**config.mk**
```make
export PLATFORM = sky130hd
export DESIGN_NAME = elevator_floor_controller
export DESIGN_NICKNAME = d
export VERILOG_FILES = /design/src/rtl/efc_pkg.sv /design/src/rtl/efc_step.sv /design/src/rtl/elevator_floor_controller.sv
export SDC_FILE = /design/constraint.sdc
export NUM_CORES = 1
export LEC_CHECK = 0
export ABC_CLOCK_PERIOD_IN_PS = 3300
export BUFFER_PORTS_ARGS = -buffer_cell sky130_fd_sc_hd__buf_2
export CORE_ASPECT_RATIO = 1.5
export CORE_MARGIN = 2
export CORE_UTILIZATION = 32
export DETAILED_ROUTE_END_ITERATION = 10
export GPL_TIMING_DRIVEN = 0
export MAX_ROUTING_LAYER = met4
export PLACE_DENSITY_LB_ADDON = 0.15
export SYNTH_ARGS = -nofsm -noshare
export SYNTH_HDL_FRONTEND = slang
export SYNTH_SLANG_ARGS = --single-unit
```
**constraint.sdc**
```tcl
create_clock -name i_clk -period 3.3 [get_ports i_clk]
set_clock_uncertainty 0.15 [all_clocks]
set_input_delay 0.66 -clock i_clk [delete_from_list [all_inputs] [get_ports i_clk]]
set_output_delay 0.66 -clock i_clk [all_outputs]
set_load 0.01 [all_outputs]
```
**src/rtl/efc_pkg.sv**
```systemverilog
`timescale 1ns / 1ps
`default_nettype none

package efc_pkg;

    // Fixed field widths
    localparam int unsigned BTN_W   = 4;
    localparam int unsigned FLOOR_W = 2;
    localparam int unsigned COIL_W  = 4;
    localparam int unsigned DIR_W   = 2;
    localparam int unsigned PHASE_W = 3;

    // Direction codes as seen on the result beat
    localparam logic [DIR_W-1:0] DIR_IDLE = 2'd0;
    localparam logic [DIR_W-1:0] DIR_UP   = 2'd1;
    localparam logic [DIR_W-1:0] DIR_DOWN = 2'd2;

    // Car motion state
    typedef enum logic [2:0] {
        MOT_IDLE = 3'b001,
        MOT_UP   = 3'b010,
        MOT_DOWN = 3'b100
    } t_motion;

    typedef struct packed {
        logic [BTN_W-1:0]   floor_btn;
        logic [FLOOR_W-1:0] floor_now;
    } t_in_item;

    typedef struct packed {
        logic [COIL_W-1:0]  coils;
        logic [DIR_W-1:0]   direction;
        logic [FLOOR_W-1:0] goal_floor;
        logic               goal_valid;
        logic [BTN_W-1:0]   pending;
        logic               chime;
    } t_out_item;

    // Controller state carried between beats
    typedef struct packed {
        logic [BTN_W-1:0]   req;
        logic [FLOOR_W-1:0] target;
        logic               target_set;
        t_motion            motion;
        logic               last_down;
        logic [PHASE_W-1:0] phase;
        logic [COIL_W-1:0]  coil_hold;
    } t_state;

    // Half-step coil pattern per phase
    function automatic logic [COIL_W-1:0] coil_pattern(input logic [PHASE_W-1:0] ph);
        logic [COIL_W-1:0] pat;
        unique case (ph)
            3'd0:    pat = 4'h1;
            3'd1:    pat = 4'h3;
            3'd2:    pat = 4'h2;
            3'd3:    pat = 4'h6;
            3'd4:    pat = 4'h4;
            3'd5:    pat = 4'hC;
            3'd6:    pat = 4'h8;
            default: pat = 4'h9;
        endcase
        return pat;
    endfunction

    function automatic logic [DIR_W-1:0] motion_code(input t_motion m);
        logic [DIR_W-1:0] code;
        unique case (m)
            MOT_UP:   code = DIR_UP;
            MOT_DOWN: code = DIR_DOWN;
            default:  code = DIR_IDLE;
        endcase
        return code;
    endfunction

endpackage

`default_nettype wire

```
**src/rtl/efc_step.sv**
```systemverilog
`timescale 1ns / 1ps
`default_nettype none

// One controller tick: next state and result beat from current state and input beat
module efc_step
    import efc_pkg::*;
#(
    parameter int unsigned NUM_FLOORS = 4
) (
    input  wire t_state    i_state,
    input  wire t_in_item  i_item,
    output t_state         o_state,
    output t_out_item      o_result
);

    localparam logic [4:0] TOP_FLOOR = 5'(NUM_FLOORS - 1);

    logic [BTN_W-1:0]   floor_mask;
    logic [FLOOR_W-1:0] here;
    logic [BTN_W-1:0]   req_tgl;
    logic               up_hit;
    logic [FLOOR_W-1:0] up_f;
    logic               dn_hit;
    logic [FLOOR_W-1:0] dn_f;
    t_state             s;
    logic               chime;

    // Floors that exist
    always_comb begin
        for (int f = 0; f < BTN_W; f++) begin
            floor_mask[f] = (f < NUM_FLOORS);
        end
    end

    // Sensor saturated to the top floor
    always_comb begin
        if ({3'b000, i_item.floor_now} > TOP_FLOOR) begin
            here = TOP_FLOOR[FLOOR_W-1:0];
        end else begin
            here = i_item.floor_now;
        end
    end

    assign req_tgl = (i_state.req ^ i_item.floor_btn) & floor_mask;

    // Nearest request above: lowest set floor beyond here
    always_comb begin
        up_hit = 1'b0;
        up_f   = '0;
        for (int f = BTN_W - 1; f >= 0; f--) begin
            if (req_tgl[f] && (FLOOR_W'(f) > here)) begin
                up_hit = 1'b1;
                up_f   = FLOOR_W'(f);
            end
        end
    end

    // Nearest request below: highest set floor under here
    always_comb begin
        dn_hit = 1'b0;
        dn_f   = '0;
        for (int f = 0; f < BTN_W; f++) begin
            if (req_tgl[f] && (FLOOR_W'(f) < here)) begin
                dn_hit = 1'b1;
                dn_f   = FLOOR_W'(f);
            end
        end
    end

    // Tick sequence
    always_comb begin
        s       = i_state;
        s.req   = req_tgl;
        chime   = 1'b0;

        // target pick from idle, last direction first
        if (!s.target_set && s.motion == MOT_IDLE) begin
            if (!s.last_down) begin
                if (up_hit) begin
                    s.target = up_f;
                    s.target_set = 1'b1;
                end else if (dn_hit) begin
                    s.target = dn_f;
                    s.target_set = 1'b1;
                end
            end else begin
                if (dn_hit) begin
                    s.target = dn_f;
                    s.target_set = 1'b1;
                end else if (up_hit) begin
                    s.target = up_f;
                    s.target_set = 1'b1;
                end
            end
        end

        // head toward target; idle at target just drops it
        if (s.target_set) begin
            priority if (s.target > here) begin
                s.motion = MOT_UP;
            end else if (s.target < here) begin
                s.motion = MOT_DOWN;
            end else if (s.motion == MOT_IDLE) begin
                s.req        = s.req & ~(BTN_W'(1) << s.target);
                s.target_set = 1'b0;
                s.target     = '0;
            end else begin
                // moving and at target: arrival handled with the step below
            end
        end

        // step the motor, then arrive or retarget ahead
        if (s.motion != MOT_IDLE) begin
            s.coil_hold = coil_pattern(s.phase);
            if (s.motion == MOT_UP) begin
                s.phase = s.phase + PHASE_W'(1);
            end else begin
                s.phase = s.phase - PHASE_W'(1);
            end

            if (s.target_set && s.target == here) begin
                s.req        = s.req & ~(BTN_W'(1) << s.target);
                s.last_down  = (s.motion == MOT_DOWN);
                s.motion     = MOT_IDLE;
                s.target_set = 1'b0;
                s.target     = '0;
                chime        = 1'b1;
            end else if (s.motion == MOT_UP) begin
                if (up_hit) begin
                    s.target = up_f;
                    s.target_set = 1'b1;
                end
            end else begin
                if (dn_hit) begin
                    s.target = dn_f;
                    s.target_set = 1'b1;
                end
            end
        end
    end

    assign o_state = s;

    always_comb begin
        o_result.coils      = s.coil_hold;
        o_result.direction  = motion_code(s.motion);
        o_result.goal_floor = s.target;
        o_result.goal_valid = s.target_set;
        o_result.pending    = s.req;
        o_result.chime      = chime;
    end

endmodule

`default_nettype wire

```
**src/rtl/elevator_floor_controller.sv**
```systemverilog
`timescale 1ns / 1ps
`default_nettype none
// Elevator floor controller: one result beat per input beat.
// The step logic sits between the input register and the result register.
// Throughput: 1 beat per cycle while i_out_stall is low; the whole tick is a single pass of the step logic.
// Reset (synchronous, active low): no requests, no target, car idle, last direction up,
// phase 0, coils off; both pipeline registers empty.
module elevator_floor_controller
    import efc_pkg::*;
#(
    parameter int unsigned NUM_FLOORS = 4
) (
    input  wire            i_clk,
    input  wire            i_rst_n,
    input  wire            i_in_valid,
    output logic           o_in_stall,
    input  wire t_in_item  i_in_data,
    output logic           o_out_valid,
    input  wire            i_out_stall,
    output t_out_item      o_out_data
);

    logic      r_in_valid;
    t_in_item  r_in;
    t_state    r_state;
    t_state    n_state;
    logic      r_out_valid;
    t_out_item r_out;
    t_out_item n_out;
    logic      advance;

    // Step logic
    efc_step #(
        .NUM_FLOORS(NUM_FLOORS)
    ) u_step (
        .i_state (r_state),
        .i_item  (r_in),
        .o_state (n_state),
        .o_result(n_out)
    );

    assign advance    = r_in_valid && (!r_out_valid || !i_out_stall);
    assign o_in_stall = r_in_valid && !advance;

    // Input register
    always_ff @(posedge i_clk) begin
        if (!i_rst_n) begin
            r_in_valid <= 1'b0;
        end else if (!o_in_stall) begin
            r_in_valid <= i_in_valid;
        end
        if (!o_in_stall && i_in_valid) begin
            r_in <= i_in_data;
        end
    end

    // Controller state
    always_ff @(posedge i_clk) begin
        if (!i_rst_n) begin
            r_state.req        <= '0;
            r_state.target     <= '0;
            r_state.target_set <= 1'b0;
            r_state.motion     <= MOT_IDLE;
            r_state.last_down  <= 1'b0;
            r_state.phase      <= '0;
            r_state.coil_hold  <= '0;
        end else if (advance) begin
            r_state <= n_state;
        end
    end

    // Result register
    always_ff @(posedge i_clk) begin
        if (!i_rst_n) begin
            r_out_valid <= 1'b0;
        end else if (advance) begin
            r_out_valid <= 1'b1;
        end else if (!i_out_stall) begin
            r_out_valid <= 1'b0;
        end
        if (advance) begin
            r_out <= n_out;
        end
    end

    assign o_out_valid = r_out_valid;
    assign o_out_data  = r_out;

endmodule

`default_nettype wire
```
==> results.toml <==
[outcome]
outcome = "finished, violations left"
violations = "setup timing"

[setup_path]
slowest_stage = "or4_1"
slowest_delay_ps = 590
cp-end-kind = "flip-flop"
worstPathCellList = "xor2_2 -> a222oi_1 -> buf_4 -> o2111ai_2 -> and3_4 -> ha_4 -> nand2_4 -> a21oi_4 -> and2_4 -> nor2_4 -> nand4b_4 -> or4_1 -> a21oi_1"
path_class = "reg -> reg"
cp.arrival_ps = 3530
worstSetupStartpointType = "flip-flop"
cp.required_ps = 3390
worstPathMaxFanout = 7

[sta]
slew_violations = 0
tightest_slew_ps = 1250
post-route-min-period_ps = 3440
finalCritPeriodShare = 1.04
hold_viol_final = 0
fmax_mhz = 291
setup_viol_count_final = 11
rsz0062_at_grt = "yes"
setup_ws_ps = -139
slew_headroom = 0.167

[finish]
n_fill_cell = 659
areaGrowthSynthToFinish_pct = 37.5
drive_gt1_frac = 0.369
finalInstanceArea_sq_um = 3050
final_nets = 318
num_antenna_cells = 0

[cts]
hold_buffers = 0
htree_levels = 2
cts_buffer_depth = 2
cts.sinks = 40
insertion_delay_ps = 300
cts_tree = "built"
cts-root-buf = "clkbuf_8"
numCtsBuffers = 5
clkTransAtPathRegs_ps = 90

[yosys]
synth_edf_count = 20
synth_area_leaders = "edfxtp_1 27%, dfxtp_1 18%, nand2_1 5.4%, a21oi_1 5.2%, ha_1 4.5%"
synth_area_leader_cell = "edfxtp_1"
synth_seq_cells = 40
yosysSeqAreaShare = 0.451
synthArstFlopShare = 0
synthMostInstantiatedCell = "nand2_1"
synth_cells = 245
synth_area_per_cell_sq_um = 9.06
syn_area_sq_um = 2220
synth_top_area_frac = 0.270
ys_warn_count = 0
synth_commonest_cells = "32 x nand2_1, 23 x a21oi_1, 20 x dfxtp_1, 20 x edfxtp_1, 20 x nor2_1"
synth_nets = 263
ys_types = 48
synth-main-ff-cell = "edfxtp_1"

[routing]
drt-total-wl_microns = 6220
routed_via_density = 5.49
drt-pass1-iter-count = 5
wl_per_cell_microns = 16.4
num_vias = 2080
antenna_left = 0
drt_iter0_markers = 149
drc_errors = 0

[run]
cap_violations = 0

[floorplan]
initial_utilization = 0.326
die_w_microns = 72.0
dieArea_sq_um = 7640
io_pins = 26
num_rows = 37
core_area_sq_um = 6810
dieHeight_microns = 106

[global_route]
track_usage = 0.173
antenna_found_initial = 0
grt_pass1_vias = 2073
grt_overflow = 0
grt_pass1_wl_microns = 9960
grt_max_degree = 24

[place]
gp_congestion = 0.838
place_area_sq_um = 2500
port_buffers = 24
hpwl_microns = 4180

[min_path]
hold_path.class = "reg -> reg"
-- final cells by class --
class | count | area, sq um | area share
buffer | 8 | 60.1 | 0.0197
clock buffer | 5 | 68.8 | 0.0225
clock inverter | 3 | 18.8 | 0.00615
inverter | 12 | 48.8 | 0.0160
multi-input combinational | 184 | 1430 | 0.468
sequential | 40 | 1000 | 0.328
tap | 78 | 97.6 | 0.0320
timing repair buffer | 49 | 330 | 0.108
-- per-stage QoR --
step | setup WS (ps) | setup TNS, ps | util | hold slack [ps] | instances
after floorplan | -29.6 | -55.8 | - | 287 | 245
after global routing | -299 | -4480 | 0.449 | 346 | 379
after CTS | -40.3 | -100 | 0.419 | 318 | 370
after global placement | -620 | -14980 | 0.368 | 294 | 347
final | -139 | -645 | 0.449 | 315 | 379
after detailed placement | -588 | -14050 | 0.368 | 298 | 347
-- flip-flops by register name, indices dropped and copies added (netlist names) --
| register | cells |
|---|---|
| o_out_valid | 1 |
| r_in_valid | 1 |
| r_in | 6 |
| r_state | 18 |
| o_out_data | 14 |
-- cells in the final DEF, fill, tap and decap left out, types with 11 or more instances in the layout --
cell,synthesis,layout
nand2_1,32,28
edfxtp_1,20,20
nor2_1,20,16
buf_2,2,24
o21ai_0,14,11
dfxtp_1,20,20
buf_4,2,20
a21oi_1,23,15
-- final timing paths --
check | startpoint | endpoint | slack (ps) | cells after the start
worst max-delay path | r_in[3] | r_state[7] | -140 | 13
worst min-delay path | r_state[1] | r_state[1] | 310 | 2
worst max register to register | r_in[3] | r_state[7] | -140 | 13
worst min register to register | r_state[1] | r_state[1] | 310 | 2
-- worst max-delay path: cells and delay by family (launching register included) --
family                   cells  cell delay, ps
AND/OR/NAND/NOR              6            1410
XOR/XNOR                     1             180
flip-flops                   1             440
adder cells (fa/ha/maj)      1             250
AO/OA/AOI/OAI                4             710
buffers and inverters        1             240
-- repair_timing --
action                     4_1_cts  5_1_grt
gates resized for setup         30       34
pin swaps                       13       21
setup buffers                   15        9
setup endpoints to repair       32       31
cloned                           0        1
-- kinds of logic after synthesis --
family                   Yosys count  share of synthesized area
XOR/XNOR                           8                     0.0349
flip-flops                        40                      0.451
adder cells (fa/ha/maj)            8                     0.0451
multiplexers                       3                     0.0141
AO/OA/AOI/OAI                     72                      0.205
buffers and inverters             21                     0.0434
AND/OR/NAND/NOR                   93                      0.207
-- per-layer routing --
| metal | wire length, microns | track usage | up-vias | share of wire |
|---|---|---|---|---|
| li1 | - | - | 1004 | - |
| met2 | 3400 | 0.309 | 46 | 0.55 |
| met5 | 0 | - | - | 0 |
| met3 | 201 | 0.0294 | 13 | 0.032 |
| met4 | 138 | 0.0768 | 0 | 0.022 |
| met1 | 2470 | 0.183 | 1017 | 0.40 |
Power is not shown: default switching activity piles up to over one toggle a cycle in this logic, so the estimate is an artifact.
